<file path="src/sv/b2t_pkg.sv">
`timescale 1ns / 1ps
package b2t_pkg;

  localparam logic [1:0] MODE_HEX      = 2'd0;
  localparam logic [1:0] MODE_BITS_LSB = 2'd1;
  localparam logic [1:0] MODE_BITS_MSB = 2'd2;
  localparam logic [1:0] MODE_Z85      = 2'd3;

  localparam logic       REG_MODE = 1'b0;
  localparam logic       REG_WRAP = 1'b1;

  localparam logic [1:0]  MODE_RESET = MODE_Z85;
  localparam logic [15:0] WRAP_RESET = 16'd76;

  localparam logic [7:0] CHAR_NL   = 8'h0A;
  localparam logic [7:0] CHAR_ZERO = 8'h30;
  localparam logic [7:0] CHAR_ONE  = 8'h31;

  // floor(v / 85) == (v * Z85_RECIP) >> Z85_SHIFT for every 32-bit v
  localparam logic [31:0] Z85_RECIP = 32'd3233857729;
  localparam int unsigned Z85_SHIFT = 38;
  localparam int unsigned Z85_DIGITS = 5;

  localparam int unsigned CMD_DEPTH_DEF = 2;
  localparam int unsigned RES_DEPTH_DEF = 2;

  localparam logic [16*8-1:0] HEX_CHARS = "0123456789ABCDEF";
  localparam logic [85*8-1:0] Z85_CHARS =
    "0123456789abcdefghijklmnopqrstuvwxyzABCDEFGHIJKLMNOPQRSTUVWXYZ.-:+=^!/*?&<>()[]{}@%$#";

  typedef enum logic [2:0] {
    K_HEX,
    K_BITS_LSB,
    K_BITS_MSB,
    K_Z85,
    K_ERR
  } cmd_kind_e;

  typedef struct packed {
    cmd_kind_e   kind;
    logic [31:0] data;
    logic        eom;
  } cmd_t;

  typedef struct packed {
    logic [7:0] ch;
    logic       last;
    logic       err;
  } res_t;

  function automatic logic [7:0] hex_char(input logic [3:0] nib);
    return HEX_CHARS[(4'd15 - nib) * 8 +: 8];
  endfunction

  function automatic logic [7:0] z85_char(input logic [6:0] dig);
    return Z85_CHARS[(7'd84 - dig) * 8 +: 8];
  endfunction

endpackage

</file>
<file path="src/sv/b2t_fifo.sv">
`timescale 1ns / 1ps
module b2t_fifo #(
  parameter int unsigned WIDTH = 8,
  parameter int unsigned DEPTH = 2
) (
  input  logic             clk_i,
  input  logic             rst_ni,
  input  logic             push_i,
  input  logic [WIDTH-1:0] data_i,
  output logic             full_o,
  input  logic             pop_i,
  output logic [WIDTH-1:0] data_o,
  output logic             empty_o
);

  localparam int unsigned PTR_W = (DEPTH > 1) ? $clog2(DEPTH) : 1;
  localparam int unsigned CNT_W = $clog2(DEPTH + 1);

  logic [WIDTH-1:0] mem_q [DEPTH];
  logic [PTR_W-1:0] wr_ptr_q, wr_ptr_d, rd_ptr_q, rd_ptr_d;
  logic [CNT_W-1:0] cnt_q, cnt_d;
  logic             do_push, do_pop;

  assign full_o  = (cnt_q == CNT_W'(DEPTH));
  assign empty_o = (cnt_q == '0);
  assign do_push = push_i && !full_o;
  assign do_pop  = pop_i && !empty_o;
  assign data_o  = mem_q[rd_ptr_q];

  always_comb begin
    wr_ptr_d = wr_ptr_q;
    rd_ptr_d = rd_ptr_q;
    cnt_d    = cnt_q;
    if (do_push) begin
      wr_ptr_d = (wr_ptr_q == PTR_W'(DEPTH - 1)) ? '0 : wr_ptr_q + 1'b1;
    end
    if (do_pop) begin
      rd_ptr_d = (rd_ptr_q == PTR_W'(DEPTH - 1)) ? '0 : rd_ptr_q + 1'b1;
    end
    if (do_push && !do_pop) begin
      cnt_d = cnt_q + 1'b1;
    end else if (do_pop && !do_push) begin
      cnt_d = cnt_q - 1'b1;
    end
  end

  always_ff @(posedge clk_i or negedge rst_ni) begin
    if (!rst_ni) begin
      wr_ptr_q <= '0;
      rd_ptr_q <= '0;
      cnt_q    <= '0;
    end else begin
      wr_ptr_q <= wr_ptr_d;
      rd_ptr_q <= rd_ptr_d;
      cnt_q    <= cnt_d;
    end
  end

  always_ff @(posedge clk_i) begin
    if (do_push) begin
      mem_q[wr_ptr_q] <= data_i;
    end
  end

endmodule

</file>
<file path="src/sv/b2t_front.sv">
`timescale 1ns / 1ps
module b2t_front
  import b2t_pkg::*;
(
  input  logic       clk_i,
  input  logic       rst_ni,
  input  logic       in_push_i,
  output logic       in_full_o,
  input  logic [7:0] data_byte_i,
  input  logic       end_of_message_i,
  input  logic [1:0] mode_i,
  input  logic       cmd_full_i,
  output logic       cmd_push_o,
  output cmd_t       cmd_o
);

  logic [23:0] group_q, group_d;
  logic [1:0]  fill_q, fill_d;
  logic        accept;

  assign in_full_o = cmd_full_i;
  assign accept    = in_push_i && !cmd_full_i;

  always_comb begin
    group_d    = group_q;
    fill_d     = fill_q;
    cmd_push_o = 1'b0;
    cmd_o.kind = K_HEX;
    cmd_o.data = {24'd0, data_byte_i};
    cmd_o.eom  = end_of_message_i;
    if (accept) begin
      case (mode_i) inside
        MODE_HEX, MODE_BITS_LSB, MODE_BITS_MSB: begin
          cmd_push_o = 1'b1;
          case (mode_i)
            MODE_BITS_LSB: cmd_o.kind = K_BITS_LSB;
            MODE_BITS_MSB: cmd_o.kind = K_BITS_MSB;
            default:       cmd_o.kind = K_HEX;
          endcase
          // leftover Z85 bytes are dropped silently at end of message
          if (end_of_message_i) begin
            group_d = '0;
            fill_d  = '0;
          end
        end
        default: begin
          if (fill_q != 2'd3) begin
            group_d = {group_q[15:0], data_byte_i};
            fill_d  = fill_q + 2'd1;
            if (end_of_message_i) begin
              cmd_push_o = 1'b1;
              cmd_o.kind = K_ERR;
              group_d    = '0;
              fill_d     = '0;
            end
          end else begin
            cmd_push_o = 1'b1;
            cmd_o.kind = K_Z85;
            cmd_o.data = {group_q, data_byte_i};
            group_d    = '0;
            fill_d     = '0;
          end
        end
      endcase
    end
  end

  always_ff @(posedge clk_i or negedge rst_ni) begin
    if (!rst_ni) begin
      group_q <= '0;
      fill_q  <= '0;
    end else begin
      group_q <= group_d;
      fill_q  <= fill_d;
    end
  end

endmodule

</file>
<file path="src/sv/b2t_back.sv">
`timescale 1ns / 1ps
module b2t_back
  import b2t_pkg::*;
(
  input  logic        clk_i,
  input  logic        rst_ni,
  input  logic        cmd_valid_i,
  input  cmd_t        cmd_i,
  output logic        cmd_pop_o,
  input  logic [15:0] wrap_width_i,
  input  logic        res_full_i,
  output logic        res_push_o,
  output res_t        res_o
);

  typedef enum logic [2:0] {
    ST_IDLE,
    ST_MUL,
    ST_SUB,
    ST_EMIT,
    ST_FINAL,
    ST_ERR
  } state_e;

  state_e      state_q, state_d;
  logic [15:0] col_q, col_d;
  logic [2:0]  idx_q, idx_d;
  logic [2:0]  dcnt_q, dcnt_d;

  cmd_t        cmd_q;
  logic [31:0] v_q;
  logic [25:0] quo_q;
  logic [6:0]  dig_q [Z85_DIGITS];

  logic [63:0] prod;
  logic [31:0] quo_ext, quo_x85, rem;
  logic        ww_nz, wrap_hit, at_last;
  logic [2:0]  last_idx;
  logic [7:0]  cur_char;
  logic [7:0]  byte_v;

  assign prod    = v_q * Z85_RECIP;
  assign quo_ext = {6'd0, quo_q};
  // times 85 as shifts: 64 + 16 + 4 + 1
  assign quo_x85 = (quo_ext << 6) + (quo_ext << 4) + (quo_ext << 2) + quo_ext;
  assign rem     = v_q - quo_x85;

  assign ww_nz    = (wrap_width_i != '0);
  assign wrap_hit = ww_nz && (col_q >= wrap_width_i);
  assign byte_v   = cmd_q.data[7:0];

  always_comb begin
    case (cmd_q.kind)
      K_HEX:   last_idx = 3'd1;
      K_Z85:   last_idx = 3'(Z85_DIGITS - 1);
      default: last_idx = 3'd7;
    endcase
  end

  assign at_last = (idx_q == last_idx);

  always_comb begin
    case (cmd_q.kind)
      K_HEX:      cur_char = hex_char(idx_q[0] ? byte_v[3:0] : byte_v[7:4]);
      K_BITS_LSB: cur_char = byte_v[idx_q] ? CHAR_ONE : CHAR_ZERO;
      K_BITS_MSB: cur_char = byte_v[3'd7 - idx_q] ? CHAR_ONE : CHAR_ZERO;
      K_Z85:      cur_char = z85_char(dig_q[idx_q]);
      default:    cur_char = 8'h00;
    endcase
  end

  always_comb begin
    state_d    = state_q;
    col_d      = col_q;
    idx_d      = idx_q;
    dcnt_d     = dcnt_q;
    cmd_pop_o  = 1'b0;
    res_push_o = 1'b0;
    res_o.ch   = CHAR_NL;
    res_o.last = 1'b0;
    res_o.err  = 1'b0;
    unique case (state_q)
      ST_IDLE: begin
        cmd_pop_o = cmd_valid_i;
        if (cmd_valid_i) begin
          idx_d  = '0;
          dcnt_d = '0;
          case (cmd_i.kind)
            K_Z85:   state_d = ST_MUL;
            K_ERR:   state_d = ST_ERR;
            default: state_d = ST_EMIT;
          endcase
        end
      end
      ST_MUL: begin
        state_d = ST_SUB;
      end
      ST_SUB: begin
        if (dcnt_q == 3'(Z85_DIGITS - 1)) begin
          state_d = ST_EMIT;
        end else begin
          dcnt_d  = dcnt_q + 3'd1;
          state_d = ST_MUL;
        end
      end
      ST_EMIT: begin
        if (!res_full_i) begin
          res_push_o = 1'b1;
          if (wrap_hit) begin
            col_d = '0;
          end else begin
            res_o.ch   = cur_char;
            res_o.last = at_last && !(cmd_q.eom && ww_nz);
            col_d      = (col_q == 16'hFFFF) ? col_q : col_q + 16'd1;
            if (at_last) begin
              if (cmd_q.eom && ww_nz) begin
                state_d = ST_FINAL;
              end else begin
                if (cmd_q.eom) begin
                  col_d = '0;
                end
                state_d = ST_IDLE;
              end
            end else begin
              idx_d = idx_q + 3'd1;
            end
          end
        end
      end
      ST_FINAL: begin
        if (!res_full_i) begin
          res_push_o = 1'b1;
          res_o.last = 1'b1;
          col_d      = '0;
          state_d    = ST_IDLE;
        end
      end
      ST_ERR: begin
        if (!res_full_i) begin
          res_push_o = 1'b1;
          res_o.ch   = 8'h00;
          res_o.last = 1'b1;
          res_o.err  = 1'b1;
          col_d      = '0;
          state_d    = ST_IDLE;
        end
      end
      default: state_d = ST_IDLE;
    endcase
  end

  always_ff @(posedge clk_i or negedge rst_ni) begin
    if (!rst_ni) begin
      state_q <= ST_IDLE;
      col_q   <= '0;
      idx_q   <= '0;
      dcnt_q  <= '0;
    end else begin
      state_q <= state_d;
      col_q   <= col_d;
      idx_q   <= idx_d;
      dcnt_q  <= dcnt_d;
    end
  end

  // digits come out least significant first, stored so index 0 is the MSD
  always_ff @(posedge clk_i) begin
    if (state_q == ST_IDLE && cmd_valid_i) begin
      cmd_q <= cmd_i;
      v_q   <= cmd_i.data;
    end
    if (state_q == ST_MUL) begin
      quo_q <= prod[63:Z85_SHIFT];
    end
    if (state_q == ST_SUB) begin
      dig_q[3'(Z85_DIGITS - 1) - dcnt_q] <= rem[6:0];
      v_q                                <= quo_ext;
    end
  end

endmodule

</file>
<file path="src/sv/byte_to_text_encoder_with_wrap.sv">
`timescale 1ns / 1ps
// Byte to text encoder: hex, bit strings or Z85, with optional line wrap.
// Input queue side: drive data_byte_i / end_of_message_i with push; a beat
// is taken when push is high and full is low. Result queue side: while
// empty is low the oldest character sits on out_char_o, last_of_run_o and
// length_error_o; pop takes it. Registers over APB: 0x0 mode, 0x4 wrap
// width; write only while no message is in flight.
// A beat goes through the command queue and the back end sequencer into
// the result queue; a completed Z85 group also passes the digit unit.
// The sequencer takes one command at a time in its idle state, then
// emits one character per cycle while the result queue is not full: two
// per byte in hex, eight for bit strings, five per group of four bytes in
// Z85 once the digit unit has done one multiply and one subtract per
// digit. Each wrap newline and final newline is an extra character.
// Reset empties both queues, clears column and group state, and sets mode
// to Z85 with a wrap width of 76.
// A stalled receiver fills the result queue; the back end then holds, the
// command queue fills and full rises until pop resumes.
module byte_to_text_encoder_with_wrap
  import b2t_pkg::*;
#(
  parameter int unsigned CMD_DEPTH = CMD_DEPTH_DEF,
  parameter int unsigned RES_DEPTH = RES_DEPTH_DEF
) (
  input  logic        clk_i,
  input  logic        rst_ni,
  input  logic        psel,
  input  logic        penable,
  input  logic        pwrite,
  input  logic [2:0]  paddr,
  input  logic [31:0] pwdata,
  output logic [31:0] prdata,
  output logic        pready,
  input  logic        push,
  output logic        full,
  input  logic [7:0]  data_byte_i,
  input  logic        end_of_message_i,
  output logic        empty,
  input  logic        pop,
  output logic [7:0]  out_char_o,
  output logic        last_of_run_o,
  output logic        length_error_o
);

  logic [1:0]  mode_q;
  logic [15:0] wrap_q;
  logic        cfg_wr;

  cmd_t cmd_in, cmd_out;
  logic cmd_push, cmd_full, cmd_pop, cmd_empty;
  res_t res_in, res_out;
  logic res_push, res_full;

  assign pready = 1'b1;
  assign cfg_wr = psel && penable && pwrite;
  assign prdata = (paddr[2] == REG_WRAP) ? {16'd0, wrap_q} : {30'd0, mode_q};

  always_ff @(posedge clk_i or negedge rst_ni) begin
    if (!rst_ni) begin
      mode_q <= MODE_RESET;
      wrap_q <= WRAP_RESET;
    end else if (cfg_wr) begin
      if (paddr[2] == REG_MODE) begin
        mode_q <= pwdata[1:0];
      end else begin
        wrap_q <= pwdata[15:0];
      end
    end
  end

  b2t_front u_front (
    .clk_i            (clk_i),
    .rst_ni           (rst_ni),
    .in_push_i        (push),
    .in_full_o        (full),
    .data_byte_i      (data_byte_i),
    .end_of_message_i (end_of_message_i),
    .mode_i           (mode_q),
    .cmd_full_i       (cmd_full),
    .cmd_push_o       (cmd_push),
    .cmd_o            (cmd_in)
  );

  b2t_fifo #(
    .WIDTH ($bits(cmd_t)),
    .DEPTH (CMD_DEPTH)
  ) u_cmd_q (
    .clk_i   (clk_i),
    .rst_ni  (rst_ni),
    .push_i  (cmd_push),
    .data_i  (cmd_in),
    .full_o  (cmd_full),
    .pop_i   (cmd_pop),
    .data_o  (cmd_out),
    .empty_o (cmd_empty)
  );

  b2t_back u_back (
    .clk_i        (clk_i),
    .rst_ni       (rst_ni),
    .cmd_valid_i  (!cmd_empty),
    .cmd_i        (cmd_out),
    .cmd_pop_o    (cmd_pop),
    .wrap_width_i (wrap_q),
    .res_full_i   (res_full),
    .res_push_o   (res_push),
    .res_o        (res_in)
  );

  b2t_fifo #(
    .WIDTH ($bits(res_t)),
    .DEPTH (RES_DEPTH)
  ) u_res_q (
    .clk_i   (clk_i),
    .rst_ni  (rst_ni),
    .push_i  (res_push),
    .data_i  (res_in),
    .full_o  (res_full),
    .pop_i   (pop),
    .data_o  (res_out),
    .empty_o (empty)
  );

  assign out_char_o     = res_out.ch;
  assign last_of_run_o  = res_out.last;
  assign length_error_o = res_out.err;

endmodule

</file>
<file path="config.mk">
export PLATFORM = sky130hd
export DESIGN_NAME = byte_to_text_encoder_with_wrap
export DESIGN_NICKNAME = d
export VERILOG_FILES = /design/src/sv/b2t_pkg.sv /design/src/sv/b2t_fifo.sv /design/src/sv/b2t_front.sv /design/src/sv/b2t_back.sv /design/src/sv/byte_to_text_encoder_with_wrap.sv
export SDC_FILE = /design/constraint.sdc
export NUM_CORES = 1
export LEC_CHECK = 0
export BUFFER_PORTS_ARGS = -buffer_cell sky130_fd_sc_hd__buf_2
export CAP_MARGIN = 20
export CORE_UTILIZATION = 64
export DETAILED_ROUTE_END_ITERATION = 12
export GPL_ROUTABILITY_DRIVEN = 0
export MAX_ROUTING_LAYER = met4
export PLACE_DENSITY_LB_ADDON = 0.25
export SYNTH_ARGS = -nofsm -noshare
export SYNTH_HDL_FRONTEND = slang
export SYNTH_HIERARCHICAL = 1
export SYNTH_SLANG_ARGS = --single-unit
</file>
<file path="constraint.sdc">
create_clock -name clk_i -period 16.6 [get_ports clk_i]
set_input_delay 2.49 -clock clk_i [delete_from_list [all_inputs] [get_ports clk_i]]
set_output_delay 2.49 -clock clk_i [all_outputs]
set_load 0.05 [all_outputs]
</file>
==> results of run 1 <==
==> cells by family after synthesis <==
family                     after synthesis
adders and majority gates              526
buffers and inverters                  459
and+or+nand+nor                        411
AOI/OAI and AO/OA                      357
DFF                                    274
muxes                                  101
xor gates and xnor gates                62
other                                    3
==> worst max-delay path: stages (launching register included) <==
cell      delay, ns
edfxtp_1       0.52
ha_1           0.38
ha_1           0.34
inv_1          0.06
fa_1           0.48
inv_1          0.06
fa_1           0.51
inv_1          0.07
fa_1           0.53
fa_1           0.52
fa_1           0.54
inv_1          0.04
ha_1           0.29
ha_1           0.40
a21oi_1        0.20
o21ai_0        0.13
a2111o_1       0.41
a21oi_1        0.18
o21ai_0        0.16
o21ai_0        0.63
o21ai_0        0.40
a31oi_1        0.30
xnor2_1        0.13
==> routing by layer <==
layer  routed length (um)  up-vias
met4                 1260        0
met5                    0        -
li1                     -     7619
met3                 3360       73
met1                23100     8151
met2                24800      566
==> registers in the layout, summed over array words and instances (netlist names), 3 cells and up <==
register,flops
u_back/col_q,16
u_back/dcnt_q,3
u_back/cmd_q,4
wrap_q,16
u_back/quo_q,26
u_front/group_q,24
u_back/byte_v,8
u_back/v_q,32
u_back/state_q,3
u_back/dig_q,35
u_cmd_q/mem_q,72
u_res_q/mem_q,20
u_back/idx_q,3
==> placed cells by master (no fill, tap or decap), drive strengths merged, types with 11 or more instances in the layout <==
cell type | Yosys | layout
a21o | 40 | 40
a21oi | 91 | 91
a22o | 35 | 35
a31oi | 16 | 16
and2 | 45 | 45
and3 | 16 | 16
buf | 52 | 76
clkbuf | 30 | 35
clkinv | 1 | 12
conb | 3 | 18
dfrtp | 72 | 72
edfxtp | 191 | 191
fa | 171 | 171
ha | 355 | 355
inv | 376 | 376
mux2 | 74 | 74
mux2i | 17 | 17
nand2 | 136 | 136
nand3 | 35 | 35
nand4 | 15 | 15
nor2 | 71 | 71
nor2b | 11 | 11
nor3 | 28 | 28
nor4 | 15 | 15
o21ai | 81 | 81
xnor2 | 43 | 43
xor2 | 19 | 19
==> cell type report <==
type	instances	area (um^2)	area share (%)
clock buffers	35	757	2.96
clock inverters	16	181	0.710
inverters	377	1420	5.54
multi-input cells	1475	14300	56.1
flip-flops and latches	274	7790	30.5
well taps	468	586	2.29
repair buffers	76	483	1.89
==> path summary, 6_finish.rpt <==
kind | start | endpoint
max | u_back/v_q[7] | u_back/quo_q[22]
max reg2reg | u_back/v_q[7] | u_back/quo_q[22]
min in group asynchronous | rst_ni | u_res_q/cnt_q[0]
min reg2reg | u_back/quo_q[16] | u_back/v_q[16]
max in group asynchronous | rst_ni | wrap_q[2]
min | u_back/quo_q[16] | u_back/v_q[16]
==> through the flow <==
stage | utilization (%) | hold slack, ns | std cells | setup WS [ns]
3_5_place_dp | 66.9 | 0.490 | 2667 | 9.16
4_1_cts | 69.4 | 0.503 | 2718 | 9.15
5_1_grt | 69.6 | 0.521 | 2721 | 8.53
2_1_floorplan | - | 0.461 | 2208 | 10.10
6_report | 69.6 | 0.507 | 2721 | 9.08
3_3_place_gp | 66.8 | 0.480 | 2666 | 9.15
==> impl_metrics.env, run 1 <==
export IMPL_status="finished, final reports clean"
export IMPL_grt_util_met2_pct=46.0
export IMPL_place_area_um2=24500
export IMPL_drc=0
export IMPL_start_util_pct=65.3
export IMPL_maxCapViolCount=0
export IMPL_grt_pass1_wl_mm=85.0
export IMPL_synth_simple_area_share_pct=8.62
export IMPL_grt_overflow_total=0
export IMPL_syn_area_um2=24000
export IMPL_final_nets=2809
export IMPL_r2r_cells=22
export IMPL_htreeDepth=1
export IMPL_cts_sinks=274
export IMPL_wl_mm=52.5
export IMPL_rsz0062_at_grt="no"
export IMPL_antenna_cells=0
export IMPL_grt_antenna_before_repair=0
export IMPL_cts_tree="built"
export IMPL_clock_latency_ns=0.57
export IMPL_synth_edf_count=191
export IMPL_top_usage_layer="met2"
export IMPL_synth_top_family_by_area="adder cells"
export IMPL_synthAdderAreaFrac_pct=32.8
export IMPL_crit_path_end_kind="flop"
export IMPL_cts_root_buffer="clkbuf_16"
export IMPL_drtIter0Drc=1297
export IMPL_relSlewSlack_pct=31.5
export IMPL_die_area_um2=38200
export IMPL_numPortBuffers=60
export IMPL_crit_fanout=7
export IMPL_yosysMostFrequentCell="inv_1"
export IMPL_synth_avg_cell_area_um2=10.9
export IMPL_ys_seq_area_share_pct=32.5
export IMPL_finalCritPeriodShare_pct=45.3
export IMPL_ant_nets=0
export IMPL_syn_inst=2193
export IMPL_timing_worst_setup_path_type="reg2reg"
export IMPL_wire_per_inst_um=19.3
export IMPL_startpoint_type="flop"
export IMPL_slew_violations=0
export IMPL_cts_repair_resized=0
export IMPL_synth_top_cell_area_share_pct=23.9
export IMPL_holdPathStages=2
export IMPL_grt_max_degree=78
export IMPL_cts_buffers=28
export IMPL_die_x_um=196
export IMPL_cts_hold_buf=0
export IMPL_drtPass1Iterations=8
export IMPL_drive_gt1_share_pct=10.0
export IMPL_fin_area_um2=25500
export IMPL_synth_main_ff_cell="edfxtp_1"
export IMPL_synthMuxAreaShare_pct=5.77
export IMPL_fin_setup_tns_ns=0
export IMPL_synth_area_leaders="edfxtp_1 (24%), ha_1 (19%), fa_1 (14%)"
export IMPL_fmax_mhz=133
export IMPL_setup_viol=0
export IMPL_syn_to_final_growth_pct=6.49
export IMPL_yosys_area_top_type="edfxtp_1"
export IMPL_grtUsageMet1_pct=40.7
export IMPL_synth_xor_area_share_pct=2.33
export IMPL_fp_dieH_um=196
export IMPL_grt_pass1_vias=16566
export IMPL_clockBufferDepth=3
export IMPL_n_fill_cell=2602
export IMPL_cp_required_ns=16.90
export IMPL_fin_crit_ns=7.52
export IMPL_finClkSkew_ns=0.0595
export IMPL_min_path_type="reg2reg"
export IMPL_dr_total_vias=16409
export IMPL_drt_vias_per_instance=6.03
export IMPL_post_cts_setup_buffers=0
export IMPL_met3_usage_pct=3.35
export IMPL_synth_compound_area_share_pct=9.84
export IMPL_path_clk_slew_ns=0.06
export IMPL_rows=70
export IMPL_critPathArrivalTime_ns=7.82
export IMPL_tightest_slew_ns=1.02
export IMPL_core_area_um2=36700
export IMPL_async_flop_share_pct=28.1
export IMPL_synthTopCellsByCount="inv_1 (376), ha_1 (355), edfxtp_1 (191)"
export IMPL_hold_violations=0
export IMPL_ys_ff_latch=274
export IMPL_r2r_setup_slack_ns=9.08
export IMPL_yosys_cell_types_count=89
export IMPL_io_pins=96
export IMPL_dpl_hpwl_mm=42.0
export IMPL_grtUsageTotal_pct=29.1
export IMPL_yosysWarnings=6
Power of run 1 is not shown: default switching activity piles up to over one toggle a cycle in this logic, so the estimate is an artifact.
==> run 2, diff against run 1 <==
Settings changed: CORE_UTILIZATION 64 to 58.
Clock period 16.6 ns to 6.2 ns, I/O delays scaled along.
==> run 2 against run 1 <==
The flow now finishes with violations (setup timing). Routed wire length is 12% higher. Critical path type unchanged. Sequential share of layout area is 2.9 points lower. Critical path depth is 5 higher. Register-to-register slack worse by 9.3 ns. Global-route usage is 1.1 points lower. Sequential cell count stayed put.
==> impl_metrics.env, run 2 (synthesis results as in run 1) <==
export IMPL_status="complete, but fails checks"
export IMPL_violations="setup timing"
export IMPL_rows=74
export IMPL_crit_buf_inv=9
export IMPL_fin_setup_tns_ns=-1.44
export IMPL_grtUsageTotal_pct=28.0
export IMPL_startpoint_type="flop"
export IMPL_timing_rr_end="u_back/quo_q[8]"
export IMPL_grt_pass1_wl_mm=89.0
export IMPL_setup_viol=12
export IMPL_start_util_pct=58.7
export IMPL_tightest_slew_ns=1.03
export IMPL_io_pins=96
export IMPL_largest_reg_flops=72
export IMPL_slowest_delay_ns=0.53
export IMPL_min_path_type="in2async"
export IMPL_die_x_um=205
export IMPL_dpl_worst_slack_ns=-0.534
export IMPL_crit_path_end_kind="flop"
export IMPL_wl_mm=58.5
export IMPL_cts_root_buffer="clkbuf_16"
export IMPL_final_nets=2988
export IMPL_crit_family="adder cells"
export IMPL_slew_violations=0
export IMPL_cts_sinks=274
export IMPL_grt_pass1_vias=17142
export IMPL_drc=0
export IMPL_grt_overflow_total=0
export IMPL_clock_latency_ns=0.56
export IMPL_cts_hold_buf=0
export IMPL_finalCritPeriodShare_pct=103
export IMPL_grt_antenna_before_repair=0
export IMPL_syn_to_final_growth_pct=17.7
export IMPL_fp_dieH_um=205
export IMPL_critical_path_slowest_cell="fa_1"
export IMPL_ant_nets=0
export IMPL_dr_total_vias=17282
export IMPL_cts_tree="built"
export IMPL_wire_per_inst_um=19.7
export IMPL_top_regs="u_cmd_q/mem_q x72, u_back/dig_q x35, u_back/v_q x32"
export IMPL_fmax_mhz=156
export IMPL_cp_required_ns=6.48
export IMPL_critPathArrivalTime_ns=6.69
export IMPL_cts_buffers=28
export IMPL_fin_crit_ns=6.41
export IMPL_finClkSkew_ns=0.0189
export IMPL_r2r_cells=27
export IMPL_n_fill_cell=2768
export IMPL_hold_violations=0
export IMPL_r2r_setup_slack_ns=-0.21
export IMPL_timing_worst_setup_path_type="reg2reg"
export IMPL_rsz0062_at_grt="yes"
export IMPL_dpl_hpwl_mm=43.6
export IMPL_relSlewSlack_pct=31.0
export IMPL_numPortBuffers=60
export IMPL_path_clk_slew_ns=0.06
export IMPL_core_area_um2=40800
export IMPL_drive_gt1_share_pct=22.5
export IMPL_final_cell_mix="inv_1 (372), ha_1 (282), edfxtp_1 (191), buf_4 (186), fa_1 (164)"
export IMPL_regMostFlops="u_cmd_q/mem_q"
export IMPL_final_common_cell="inv_1"
export IMPL_drtIter0Drc=1330
export IMPL_htreeDepth=1
export IMPL_grt_max_degree=78
export IMPL_crit_fanout=4
export IMPL_drt_vias_per_instance=5.83
export IMPL_clockBufferDepth=3
export IMPL_antenna_cells=0
export IMPL_die_area_um2=42200
export IMPL_final_setup_worst_slack_ns=-0.212
export IMPL_drtPass1Iterations=5
export IMPL_maxCapViolCount=0
export IMPL_r2r_start="u_back/v_q[3]"
run 2: through the flow:
stage          area, um^2  instances  hold slack (ns)  util (%)
6_report            28200       2965            0.196      69.1
3_3_place_gp        25700       2873            0.482      63.0
5_1_grt             28200       2965            0.184      69.1
3_5_place_dp        25700       2873            0.487      63.0
4_1_cts             27400       2940            0.500      67.2
2_1_floorplan       24100       2208            0.461         -
run 2: cell type report:
cell class / instances / area [um^2] / share of cell area (%)
inverter: 377 / 1420 / 5.01
clock buffer: 39 / 803 / 2.85
multi-input combinational: 1475 / 15600 / 55.3
timing repair buffer: 255 / 1820 / 6.45
tap: 532 / 666 / 2.36
clock inverter: 13 / 118 / 0.417
sequential: 274 / 7790 / 27.6
run 2: what timing repair did:
action,in CTS,in global routing
pin swaps,80,69
gates resized for setup,90,82
buffers inserted,18,24
setup endpoints to repair,24,26
run 2: worst max-delay path by stage:
stage | startpoint | to | slack (ns) | cells past startpoint
after CTS | u_back/v_q[3] | u_back/quo_q[15] | -0.11 | 24
after global placement | u_back/v_q[3] | u_back/quo_q[25] | -0.45 | 23
final | u_back/v_q[3] | u_back/quo_q[8] | -0.21 | 27
after detailed placement | u_back/v_q[3] | u_back/quo_q[25] | -0.53 | 23
after floorplan | u_back/v_q[3] | u_back/quo_q[21] | 0.004 | 22
after global routing | u_back/v_q[3] | u_back/quo_q[15] | -0.36 | 24
run 2: routing by layer:
| metal | GRT usage [%] | routed length [um] |
|---|---|---|
| met4 | 10.2 | 2480 |
| met1 | 37.8 | 25000 |
| met2 | 42.8 | 27200 |
| met3 | 4.58 | 3900 |
| met5 | - | 0 |
Power of run 2 is left out for the same reason.
